**src/rtl/core/wdpe_pkg.sv**
```systemverilog
// Shared types and constants for the word delta patch encoder.
// Used by wdpe_ctrl, wdpe_datapath and word_delta_patch_encoder; no dependencies.
package wdpe_pkg;

    // Default depth of the run buffer, in 64-bit words
    localparam int DEFAULT_RUN_WORDS = 32;

    // Field widths fixed by the record format
    localparam int WORD_W  = 64;
    localparam int VB_W    = 4;
    localparam int GAP_W   = 32;
    localparam int REC_W   = 9;
    localparam int TOT_W   = 32;
    localparam int KIND_W  = 2;

    // Bytes in a full word
    localparam logic [VB_W-1:0] FULL_BYTES = 4'd8;

    // Record kinds on the result channel
    localparam logic [KIND_W-1:0] KIND_HDR  = 2'd0;
    localparam logic [KIND_W-1:0] KIND_PAY  = 2'd1;
    localparam logic [KIND_W-1:0] KIND_TERM = 2'd2;

    // Commands from the controller to the datapath
    typedef struct packed {
        logic accept;      // latch the input request
        logic apply;       // fold the latched word into gap or run buffer
        logic hdr;         // load a record header into the result register
        logic pay;         // load the next payload word into the result register
        logic term;        // load the terminator into the result register
        logic flush_done;  // close the record: count bytes, clear gap and run
        logic flush_last;  // this record ends the results of the current request
    } wdpe_cmd_t;

    // Status from the datapath to the controller
    typedef struct packed {
        logic equal;       // latched word compares equal over its valid bytes
        logic short_word;  // latched word has fewer than eight valid bytes
        logic region_end;  // latched word closes the region
        logic run_empty;   // no words buffered
        logic run_full;    // buffer holds its full depth
        logic last_word;   // next payload word is the last of the record
        logic out_free;    // result register can take a new record this cycle
    } wdpe_status_t;

endpackage

```
**src/rtl/core/wdpe_ctrl.sv**
```systemverilog
// Sequencing controller of the word delta patch encoder.
// Depends on wdpe_pkg; drives wdpe_datapath through command/status structs.
module wdpe_ctrl
    import wdpe_pkg::*;
(
    input  logic         clk,
    input  logic         rst_n,
    input  logic         word_valid,
    output logic         word_stall,
    input  wdpe_status_t status,
    output wdpe_cmd_t    cmd
);

    localparam logic [2:0] ST_IDLE   = 3'd0;
    localparam logic [2:0] ST_DECIDE = 3'd1;
    localparam logic [2:0] ST_APPLY  = 3'd2;
    localparam logic [2:0] ST_END    = 3'd3;
    localparam logic [2:0] ST_HDR    = 3'd4;
    localparam logic [2:0] ST_PAY    = 3'd5;
    localparam logic [2:0] ST_TERM   = 3'd6;

    // Which step a record flush returns to
    localparam logic [1:0] PH_PRE  = 2'd0;
    localparam logic [1:0] PH_POST = 2'd1;
    localparam logic [1:0] PH_END  = 2'd2;

    logic [2:0] state_reg;
    logic [2:0] state_next;
    logic [1:0] phase_reg;
    logic [1:0] phase_next;

    // Take a request only between items
    assign word_stall = (state_reg != ST_IDLE);

    // Step through compare, apply, flush and terminator
    always_comb
    begin
        state_next     = state_reg;
        phase_next     = phase_reg;
        cmd.accept     = 1'b0;
        cmd.apply      = 1'b0;
        cmd.hdr        = 1'b0;
        cmd.pay        = 1'b0;
        cmd.term       = 1'b0;
        cmd.flush_done = 1'b0;
        // Decide whether the current flush carries the final result of the request
        case (phase_reg)
            PH_PRE:  cmd.flush_last = (status.equal || !status.short_word)
                                      && !status.region_end;
            PH_POST: cmd.flush_last = !status.region_end;
            default: cmd.flush_last = 1'b0;
        endcase
        unique case (state_reg)
            ST_IDLE:
            begin
                if (word_valid)
                begin
                    cmd.accept = 1'b1;
                    state_next = ST_DECIDE;
                end
            end
            ST_DECIDE:
            begin
                if ((status.equal && !status.run_empty) || (!status.equal && status.run_full))
                begin
                    phase_next = PH_PRE;
                    state_next = ST_HDR;
                end
                else
                begin
                    state_next = ST_APPLY;
                end
            end
            ST_APPLY:
            begin
                cmd.apply = 1'b1;
                if (!status.equal && status.short_word)
                begin
                    phase_next = PH_POST;
                    state_next = ST_HDR;
                end
                else
                begin
                    state_next = ST_END;
                end
            end
            ST_END:
            begin
                if (!status.region_end)
                begin
                    state_next = ST_IDLE;
                end
                else if (!status.run_empty)
                begin
                    phase_next = PH_END;
                    state_next = ST_HDR;
                end
                else
                begin
                    state_next = ST_TERM;
                end
            end
            ST_HDR:
            begin
                if (status.out_free)
                begin
                    cmd.hdr    = 1'b1;
                    state_next = ST_PAY;
                end
            end
            ST_PAY:
            begin
                if (status.out_free)
                begin
                    cmd.pay = 1'b1;
                    if (status.last_word)
                    begin
                        cmd.flush_done = 1'b1;
                        case (phase_reg)
                            PH_PRE:  state_next = ST_APPLY;
                            PH_POST: state_next = ST_END;
                            default: state_next = ST_TERM;
                        endcase
                    end
                end
            end
            ST_TERM:
            begin
                if (status.out_free)
                begin
                    cmd.term   = 1'b1;
                    state_next = ST_IDLE;
                end
            end
            default:
            begin
                state_next = ST_IDLE;
            end
        endcase
    end

    // Hold state and flush phase
    always_ff @(posedge clk or negedge rst_n)
    begin
        if (!rst_n)
        begin
            state_reg <= ST_IDLE;
            phase_reg <= PH_PRE;
        end
        else
        begin
            state_reg <= state_next;
            phase_reg <= phase_next;
        end
    end

endmodule

```
**src/rtl/core/wdpe_datapath.sv**
```systemverilog
// Datapath of the word delta patch encoder: input latch, run buffer memory,
// gap and byte counters, result register. Depends on wdpe_pkg.
module wdpe_datapath
    import wdpe_pkg::*;
#(
    parameter int RUN_WORDS = DEFAULT_RUN_WORDS
)
(
    input  logic               clk,
    input  logic               rst_n,
    input  logic [WORD_W-1:0]  old_word,
    input  logic [WORD_W-1:0]  new_word,
    input  logic [VB_W-1:0]    valid_bytes,
    input  logic [GAP_W-1:0]   start_offset,
    input  logic               region_end,
    input  wdpe_cmd_t          cmd,
    output wdpe_status_t       status,
    output logic               rec_valid,
    input  logic               rec_stall,
    output logic [KIND_W-1:0]  kind,
    output logic [GAP_W-1:0]   gap_bytes,
    output logic [REC_W-1:0]   record_bytes,
    output logic [WORD_W-1:0]  payload,
    output logic [VB_W-1:0]    payload_valid,
    output logic [TOT_W-1:0]   changed_total,
    output logic               final_result
);

    localparam int LW = $clog2(RUN_WORDS + 1);
    localparam int AW = (RUN_WORDS > 1) ? $clog2(RUN_WORDS) : 1;

    // Latched request
    logic              equal_reg;
    logic [WORD_W-1:0] word_reg;
    logic [VB_W-1:0]   vb_reg;
    logic              end_reg;

    // Encoder state
    logic [GAP_W-1:0]  gap_reg;
    logic [TOT_W-1:0]  changed_reg;
    logic [LW-1:0]     len_reg;
    logic [VB_W-1:0]   tail_reg;
    logic              region_start_reg;
    logic [LW-1:0]     idx_reg;

    // Run buffer
    logic [WORD_W-1:0] run_mem [RUN_WORDS];
    logic [WORD_W-1:0] rd_data_reg;
    logic              rd_en;
    logic [AW-1:0]     rd_addr;

    // Result register
    logic              rv_reg;
    logic [KIND_W-1:0] kind_reg;
    logic [GAP_W-1:0]  gap_out_reg;
    logic [REC_W-1:0]  rec_out_reg;
    logic [WORD_W-1:0] pay_out_reg;
    logic [VB_W-1:0]   pv_out_reg;
    logic [TOT_W-1:0]  tot_out_reg;
    logic              final_out_reg;

    logic [VB_W-1:0]   vb_clamp;
    logic [WORD_W-1:0] byte_mask;
    logic [LW-1:0]     len_m1;
    logic [REC_W-1:0]  rec_bytes;
    logic [TOT_W:0]    changed_sum;
    logic              out_free;
    logic              last_word;

    // Clamp the byte count and build the compare mask
    always_comb
    begin
        vb_clamp = (valid_bytes > FULL_BYTES) ? FULL_BYTES : valid_bytes;
        for (int b = 0; b < 8; b++)
        begin
            byte_mask[b*8 +: 8] = {8{(VB_W'(b) < vb_clamp)}};
        end
    end

    // Size of the buffered record and the saturating running total
    assign len_m1      = len_reg - LW'(1);
    assign rec_bytes   = REC_W'({len_m1, 3'b000}) + REC_W'(tail_reg);
    assign changed_sum = {1'b0, changed_reg} + (TOT_W + 1)'(rec_bytes);

    assign out_free  = !rv_reg || !rec_stall;
    assign last_word = (idx_reg == len_reg);

    assign status.equal      = equal_reg;
    assign status.short_word = (vb_reg != FULL_BYTES);
    assign status.region_end = end_reg;
    assign status.run_empty  = (len_reg == '0);
    assign status.run_full   = (len_reg == LW'(RUN_WORDS));
    assign status.last_word  = last_word;
    assign status.out_free   = out_free;

    // Read the buffer at word 0 on a header, then one word ahead per payload
    assign rd_en   = cmd.hdr || (cmd.pay && (idx_reg < len_reg));
    assign rd_addr = cmd.hdr ? '0 : idx_reg[AW-1:0];

    // Latch the request
    always_ff @(posedge clk)
    begin
        if (cmd.accept)
        begin
            equal_reg <= (((old_word ^ new_word) & byte_mask) == '0);
            word_reg  <= new_word & byte_mask;
            vb_reg    <= vb_clamp;
            end_reg   <= region_end;
        end
    end

    // Write changed words into the run buffer
    always_ff @(posedge clk)
    begin
        if (cmd.apply && !equal_reg)
        begin
            run_mem[len_reg[AW-1:0]] <= word_reg;
        end
    end

    // Registered buffer read
    always_ff @(posedge clk)
    begin
        if (rd_en)
        begin
            rd_data_reg <= run_mem[rd_addr];
        end
    end

    // Advance gap, totals, run length and payload index
    always_ff @(posedge clk or negedge rst_n)
    begin
        if (!rst_n)
        begin
            gap_reg          <= '0;
            changed_reg      <= '0;
            len_reg          <= '0;
            tail_reg         <= FULL_BYTES;
            region_start_reg <= 1'b1;
            idx_reg          <= '0;
        end
        else
        begin
            if (cmd.accept && region_start_reg)
            begin
                gap_reg          <= start_offset;
                changed_reg      <= '0;
                region_start_reg <= 1'b0;
            end
            if (cmd.apply)
            begin
                if (equal_reg)
                begin
                    gap_reg <= gap_reg + GAP_W'(vb_reg);
                end
                else
                begin
                    len_reg  <= len_reg + LW'(1);
                    tail_reg <= vb_reg;
                end
            end
            if (cmd.hdr)
            begin
                idx_reg <= LW'(1);
            end
            else if (cmd.pay)
            begin
                idx_reg <= idx_reg + LW'(1);
            end
            if (cmd.flush_done)
            begin
                changed_reg <= changed_sum[TOT_W] ? '1 : changed_sum[TOT_W-1:0];
                gap_reg     <= '0;
                len_reg     <= '0;
                tail_reg    <= FULL_BYTES;
            end
            if (cmd.term)
            begin
                region_start_reg <= 1'b1;
            end
        end
    end

    // Hold the result valid until taken
    always_ff @(posedge clk or negedge rst_n)
    begin
        if (!rst_n)
        begin
            rv_reg <= 1'b0;
        end
        else if (cmd.hdr || cmd.pay || cmd.term)
        begin
            rv_reg <= 1'b1;
        end
        else if (!rec_stall)
        begin
            rv_reg <= 1'b0;
        end
    end

    // Load the result fields
    always_ff @(posedge clk)
    begin
        if (cmd.hdr)
        begin
            kind_reg      <= KIND_HDR;
            gap_out_reg   <= gap_reg;
            rec_out_reg   <= rec_bytes;
            pay_out_reg   <= '0;
            pv_out_reg    <= '0;
            tot_out_reg   <= '0;
            final_out_reg <= 1'b0;
        end
        else if (cmd.pay)
        begin
            kind_reg      <= KIND_PAY;
            gap_out_reg   <= '0;
            rec_out_reg   <= '0;
            pay_out_reg   <= rd_data_reg;
            pv_out_reg    <= last_word ? tail_reg : FULL_BYTES;
            tot_out_reg   <= '0;
            final_out_reg <= cmd.flush_last && last_word;
        end
        else if (cmd.term)
        begin
            kind_reg      <= KIND_TERM;
            gap_out_reg   <= '0;
            rec_out_reg   <= '0;
            pay_out_reg   <= '0;
            pv_out_reg    <= '0;
            tot_out_reg   <= changed_reg;
            final_out_reg <= 1'b1;
        end
    end

    assign rec_valid     = rv_reg;
    assign kind          = kind_reg;
    assign gap_bytes     = gap_out_reg;
    assign record_bytes  = rec_out_reg;
    assign payload       = pay_out_reg;
    assign payload_valid = pv_out_reg;
    assign changed_total = tot_out_reg;
    assign final_result  = final_out_reg;

`ifndef NO_ASSERTIONS
    a_len_bound: assert property (@(posedge clk) disable iff (!rst_n)
        len_reg <= LW'(RUN_WORDS))
        else $error("run length beyond buffer depth");

    a_load_free: assert property (@(posedge clk) disable iff (!rst_n)
        (cmd.hdr || cmd.pay || cmd.term) |-> out_free)
        else $error("result loaded while previous result still held");

    a_flush_clears: assert property (@(posedge clk) disable iff (!rst_n)
        cmd.flush_done |=> (len_reg == '0) && (gap_reg == '0))
        else $error("run or gap not cleared after record");

    a_term_final: assert property (@(posedge clk) disable iff (!rst_n)
        (rec_valid && (kind == KIND_TERM)) |-> final_result)
        else $error("terminator without final mark");

    a_apply_room: assert property (@(posedge clk) disable iff (!rst_n)
        (cmd.apply && !equal_reg) |-> (len_reg < LW'(RUN_WORDS)))
        else $error("word stored into full buffer");
`endif

endmodule

```
**src/rtl/core/word_delta_patch_encoder.sv**
```systemverilog
// Word delta patch encoder: one request at a time is accepted, then compared and
// folded through the decide, apply and end steps. Each record flushed adds a header
// and its payload words, and a region's last request adds a terminator. The run buffer
// memory's single read port sets the payload rate of one word per cycle while the
// output is not stalled. A result waits in an output register; a stalled result holds
// the sequence. Reset (rst_n, async low) clears counters and starts a new region; the
// run buffer is not cleared, only written entries are ever read.
module word_delta_patch_encoder
    import wdpe_pkg::*;
#(
    parameter int RUN_WORDS = DEFAULT_RUN_WORDS
)
(
    input  logic               clk,
    input  logic               rst_n,
    input  logic               word_valid,
    output logic               word_stall,
    input  logic [WORD_W-1:0]  old_word,
    input  logic [WORD_W-1:0]  new_word,
    input  logic [VB_W-1:0]    valid_bytes,
    input  logic [GAP_W-1:0]   start_offset,
    input  logic               region_end,
    output logic               rec_valid,
    input  logic               rec_stall,
    output logic [KIND_W-1:0]  kind,
    output logic [GAP_W-1:0]   gap_bytes,
    output logic [REC_W-1:0]   record_bytes,
    output logic [WORD_W-1:0]  payload,
    output logic [VB_W-1:0]    payload_valid,
    output logic [TOT_W-1:0]   changed_total,
    output logic               final_result
);

    wdpe_cmd_t    cmd;
    wdpe_status_t status;

    // Sequence each request
    wdpe_ctrl u_ctrl (
        .clk        (clk),
        .rst_n      (rst_n),
        .word_valid (word_valid),
        .word_stall (word_stall),
        .status     (status),
        .cmd        (cmd)
    );

    // Compare, buffer and emit records
    wdpe_datapath #(
        .RUN_WORDS (RUN_WORDS)
    ) u_datapath (
        .clk           (clk),
        .rst_n         (rst_n),
        .old_word      (old_word),
        .new_word      (new_word),
        .valid_bytes   (valid_bytes),
        .start_offset  (start_offset),
        .region_end    (region_end),
        .cmd           (cmd),
        .status        (status),
        .rec_valid     (rec_valid),
        .rec_stall     (rec_stall),
        .kind          (kind),
        .gap_bytes     (gap_bytes),
        .record_bytes  (record_bytes),
        .payload       (payload),
        .payload_valid (payload_valid),
        .changed_total (changed_total),
        .final_result  (final_result)
    );

endmodule

```
**config.mk**
```make
export PLATFORM = sky130hd
export DESIGN_NAME = word_delta_patch_encoder
export DESIGN_NICKNAME = d
export VERILOG_FILES = /design/src/rtl/core/wdpe_pkg.sv /design/src/rtl/core/wdpe_ctrl.sv /design/src/rtl/core/wdpe_datapath.sv /design/src/rtl/core/word_delta_patch_encoder.sv
export SDC_FILE = /design/constraint.sdc
export NUM_CORES = 2
export LEC_CHECK = 0
export BUFFER_PORTS_ARGS = -buffer_cell sky130_fd_sc_hd__clkbuf_2
export CORE_ASPECT_RATIO = 0.5
export CORE_MARGIN = 1
export CORE_UTILIZATION = 51
export DETAILED_ROUTE_END_ITERATION = 16
export PLACE_DENSITY = 0.68
export SLEW_MARGIN = 5
export SYNTH_ARGS = -nofsm -noshare
export SYNTH_HDL_FRONTEND = slang
export SYNTH_SLANG_ARGS = --single-unit
```
**constraint.sdc**
```tcl
create_clock -name clk -period 23.1 [get_ports clk]
set_clock_uncertainty 0.05 [all_clocks]
set_input_delay 1.155 -clock clk [delete_from_list [all_inputs] [get_ports clk]]
set_output_delay 1.155 -clock clk [all_outputs]
set_load 0.01 [all_outputs]
```
# == After elaboration in Yosys (flattened, before gate mapping) ==
# Memories as Yosys holds them, arrays and structs flattened. A register that Yosys moved wholly into a read port is not among the register bits.
# Cells that the tools add are included.
# W data, S select, Z words.
# word_totals
ff_bits,301
ramBits,2048
in_bits,169
output_inout_bits,146
wordCells,163
mem_count,1
# classes
add_sub_neg,6
n_lt_le_gt_ge,10
eq_ne,21
mux,65
bitwise_logic,3
n_reduce_logical,36
# memory_table
memory,depth,width,read_ports,rd_clocked_by_memory_dff,wr,line,text
u_datapath.run_mem,32,64,1,1,1,wdpe_datapath.sv:47,logic [WORD_W-1:0] run_mem [RUN_WORDS];
# ops
cell,n
$mux W32,10
$and A64 B64 Y64,2
$mux W64,2
$logic_not A64 Y1,1
$xor A64 B64 Y64,1
$add A32 B9 Y33,1
$add A32 B4 Y32,1
$mux W6,5
$mux W4,7
$mux W9,3
$mux W3,8
$pmux W3 S7,1
$mux W1,20
$lt A3 B4 Y1 const A,4
$ne A2 B1 Y1 const B,8
$add A6 B1 Y6 const B,2
$mux W2,5
$reduce_and A5 Y1,2
$reduce_bool A2 Y1,5
$add A9 B4 Y9,1
$eq A3 B3 Y1 const B,3
$reduce_bool A3 Y1,3
$logic_and A1 B1 Y1,8
$lt A1 B4 Y1 const A,2
22 further kinds,36

# == Logic depth before layout (Yosys ltp) ==
# logic_depth
word_depth,7
mapped_depth,15
depth_no_buf,14

# == By module ==
# From an unflattened synthesis, not the netlist that was laid out.
# hier_totals
cells_unflattened,5141
hier_area_um2,93868.8
# by_module_without_submodules
module,instances,cells_per_inst,area_per_inst_um2,seq_area_each_um2
wdpe_datapath,1,5080,93374.6,70870.5
wdpe_ctrl,1,61,494.2,125.1

# == Worst setup path after synthesis ==
# No wires, ideal clock.
# synth_path
kind,register to register
from,reg u_datapath.idx_reg[0]
to,"reg u_datapath.rd_data_reg[0], read port of u_datapath.run_mem, enable pin"
setup_ns,0.581
t_arrival_ns,6.957
t_required_ns,22.469
setup_slack_ns,15.512
stages_incl_launch_ff,14
n_path_buf,4
synth_period_minus_slack_ns,7.588
path_cell_list,dfrtp_1 buf_2 clkinv_1 clkbuf_1 clkbuf_1 clkbuf_1 ha_1 nor2b_1 o21a_1 o21ai_0 nand2b_1 a21oi_1 nor2b_1 o31ai_1
# synth_via
elab_chain_cells,3
elab_cells_between_ends,4
cone_classes,order compare (1); mux (1); reduce/logical (2)
# synth_rtl
element,line,text
start: declaration,wdpe_datapath.sv:44,logic [LW-1:0] idx_reg;
start signal: assignment,wdpe_datapath.sv:168,idx_reg <= idx_reg + LW'(1);
$lt A6 B6 Y1,wdpe_datapath.sv:97,assign rd_en = cmd.hdr || (cmd.pay && (idx_reg < len_reg));
$logic_and A1 B1 Y1,wdpe_datapath.sv:97,
$logic_or A1 B1 Y1,wdpe_datapath.sv:97,
named net u_datapath.rd_en,wdpe_datapath.sv:49,logic rd_en;
end: declaration,wdpe_datapath.sv:48,logic [WORD_W-1:0] rd_data_reg;
# The timed path passes the listed nets, and every way through them passes these cells.
# A chain may end at the register's enable or synchronous reset.

# == Final worst setup path ==
# layout_path
from,reg u_datapath.idx_reg[2]
to,"reg u_datapath.rd_data_reg[2], read port of u_datapath.run_mem (data pin)"
# layout_via
elab_chain_cells,3
elab_cells_between_ends,4
cone_classes,order compare (1); mux (1); reduce/logical (2)
# layout_rtl
element,line
$lt A6 B6 Y1,wdpe_datapath.sv:97
$logic_and A1 B1 Y1,wdpe_datapath.sv:97
$logic_or A1 B1 Y1,wdpe_datapath.sv:97
# Several ways; a longest one is shown, not always the timed one.

==> reports/results.ini <==
[sta]
setup_viol=0
drv_slew=0
maxSlewHeadroom_pct=9.26
tns_ps=0
finalCritPeriodShare_pct=25.3
max_freq_mhz=171
tightest_slew_ps=1350
hold_viol_final=0
hold_slack_ps=162
grt_setup_unrepaired=no
setup_slack_ps=17260
fin_crit_ps=5840

[critical_path]
cpMostUsedCell=buf_4
critPathKind=reg2reg
cp-end-kind=flop
cp_slowest_cell=dfrtp_4
critPathLaunch=u_datapath.idx_reg[2]
worst_ep_required_time_ps=23650
cp-start-kind=flop
cp_cell_sequence=buf_4, buf_4, buf_4, buf_4, mux4_2, o211ai_1, a21oi_1, a31o_2
path_max_fanout=71
max_stage_delay_ps=950
cp.arrival_ps=6390
worstReg2RegStart=u_datapath.idx_reg[2]

[routing]
ant_nets=0
drt-met1-wl_um=110000
drt_iter0_markers=9986
via_per_inst=6.61
vias=59346
routed.top_layer=met5
wl_per_cell_um=31.4
routed_wl_um=282000
firstDrtPassIters=6
wl_met3_um=36100
met2RoutedLength_um=125000
drc=0

[clock_tree]
cts_buffers=210
clk_pin_slew_worst_paths_ps=70
cts_max_path_buffers=4
root_buffer=clkbuf_16
clk_latency_ps=880
cts_tree=done
clock-sinks=2413
htree_levels=4
cts-resized-gates=0
postCtsSetupBuffers=0
hold_buffers=0

[floorplanning]
initial_core_util_pct=51.4
rows=112
core_area_mm2=0.187
fp.dieW_um=616
die_h_um=309
die-area_mm2=0.190
io_pins=315

[global_route]
antenna_found_initial=9
grt_max_degree=161
grt_pass1_wl_um=397000
grt_pass1_vias=56040
grt_usage_pct=28.9
grt-ovfl-total=0

[outcome]
status=finished clean

[place]
gp_congestion=0.848
dpl_worst_slack_ps=17260
dp_hpwl_um=149000
portBuffers=314
dpl-instance-area_mm2=0.101

[layout]
area_growth_pct=11.9
nets=6494
nFillCells=13962
largest_register_ffs=2048
layout-drive-gt1-share_pct=18.4
finalInstanceArea_mm2=0.108

[synth]
synth_area_mm2=0.0961
async_reset_ff_share_pct=3.61
synth_edf_count=2223
synth_flop_cell=edfxtp_1
synthTopCellsByArea=edfxtp_1 (69%), mux4_2 (5.2%), a21oi_1 (2.8%)
synth_commonest_cells=edfxtp_1 (2223), a21oi_1 (543), nand2_1 (377), nor2_1 (346), clkbuf_1 (292)
yosys.area.top_type=edfxtp_1
syn_avg_cell_area_um2=15.9
synth.most_common_cell=edfxtp_1
yosysTopAreaCellShare_pct=69.4
ys_ff_latch=2413
yosysSeqAreaShare_pct=73.8
ys_warn_count=0
netlist_instances=6033
yosysUniqueCellTypes=78
synthesis.nets=6231

[min_path]
hold_class=in2async

[power]
p_per_area_mw_per_mm2=111
p_sw_share_pct=31.7
ir_drop_mv=0.0885
leakage_nw=35.1
seqPwrFrac_pct=46.7
intPower_w=0.00818
p_switching_w=0.00379
total_power_w=0.0120
p_comb_share_pct=24.0
clockPowerShare_pct=29.4

[run]
max_cap_violations=0

[cells in the final DEF (no fill, tap or decap), types with 26 or more instances in the layout]
| cell type | netlist | layout |
|---|---|---|
| nor2b_1 | 77 | 77 |
| o221ai_1 | 102 | 102 |
| nor2_1 | 346 | 302 |
| clkinv_2 | 0 | 38 |
| xor2_1 | 59 | 59 |
| nor2_4 | 0 | 39 |
| buf_4 | 1 | 139 |
| a221o_1 | 26 | 26 |
| a22o_1 | 75 | 75 |
| mux2i_1 | 158 | 158 |
| dfrtp_1 | 85 | 81 |
| and2_1 | 66 | 64 |
| dfxtp_1 | 103 | 103 |
| clkinv_1 | 2 | 39 |
| a21o_1 | 27 | 27 |
| xnor2_1 | 31 | 31 |
| nor3_1 | 40 | 39 |
| edfxtp_1 | 2223 | 2223 |
| a22oi_1 | 44 | 44 |
| clkbuf_16 | 0 | 216 |
| ha_1 | 27 | 27 |
| o22ai_1 | 81 | 81 |
| a31oi_1 | 39 | 39 |
| clkbuf_1 | 292 | 52 |
| nand3_1 | 58 | 58 |
| o21ai_0 | 239 | 238 |
| clkbuf_2 | 0 | 313 |
| and3_1 | 57 | 56 |
| mux2_2 | 121 | 121 |
| mux4_2 | 220 | 220 |
| nor4_1 | 32 | 28 |
| a21oi_1 | 543 | 541 |
| a211oi_1 | 91 | 91 |
| nand2_1 | 377 | 374 |
[worst max-delay path: cells and delay by family (launching register included)]
family / cells / cell delay [ps]
buffers and inverters: 4 / 3130
multiplexers: 1 / 610
AO/OA/AOI/OAI: 3 / 600
flip-flops: 1 / 950
[power by group through the flow]
stage          Sequential, W  Clock, W  Combinational, W
2_1_floorplan        0.00550         0           0.00198
3_3_place_gp         0.00565         0           0.00276
3_5_place_dp         0.00567         0           0.00281
4_1_cts              0.00558   0.00353           0.00282
5_1_grt              0.00561   0.00370           0.00305
6_report             0.00559   0.00352           0.00287
[final cells by class]
type | instances | area, µm² | area share [%]
Clock inverter | 104 | 973 | 0.905
Clock buffer | 275 | 5700 | 5.30
Timing Repair Buffer | 458 | 2730 | 2.54
Tap cell | 2508 | 3140 | 2.92
Antenna cell | 7 | 17.5 | 0.0163
Inverter | 24 | 97.6 | 0.0907
Multi-Input combinational cell | 3189 | 23900 | 22.2
Sequential cell | 2413 | 71000 | 66.0
[per-layer routing]
| metal | global-route usage [%] | vias up |
|---|---|---|
| met2 | 43.7 | 4258 |
| met1 | 41.7 | 30163 |
| met5 | 0 | - |
| met3 | 6.51 | 568 |
| met4 | 10.1 | 8 |
| li1 | - | 24349 |
[per-stage QoR]
stage	std cells	util, %
after floorplan	6033	-
after global placement	8592	54.0
after detailed placement	8592	54.0
after CTS	8971	57.5
after global routing	8977	57.5
final	8978	57.5
[worst paths after layout]
check,endpoint,slack [ps],depth (start not counted)
min in group clk,u_datapath.payload_valid[3],400,2
hold reg to reg,u_datapath.payload_valid[3],400,2
setup / recovery,u_datapath.rd_data_reg[2],17260,8
setup reg to reg,u_datapath.rd_data_reg[2],17260,8
max in group asynchronous,u_datapath.idx_reg[2],21530,2
hold / removal,u_datapath.changed_reg[15],160,1
[logic make-up after synthesis]
logic type               count (synthesis)  share of synthesized area, %
AND/OR/NAND/NOR                       1126                          5.40
XOR/XNOR                                90                         0.820
multiplexers                           499                          8.22
adder cells (fa/ha/maj)                 29                         0.393
buffers and inverters                  431                          1.76
AO/OA/AOI/OAI                         1445                          9.58
flip-flops                            2413                          73.8
Note: power is estimated with default switching activity, not from simulation.
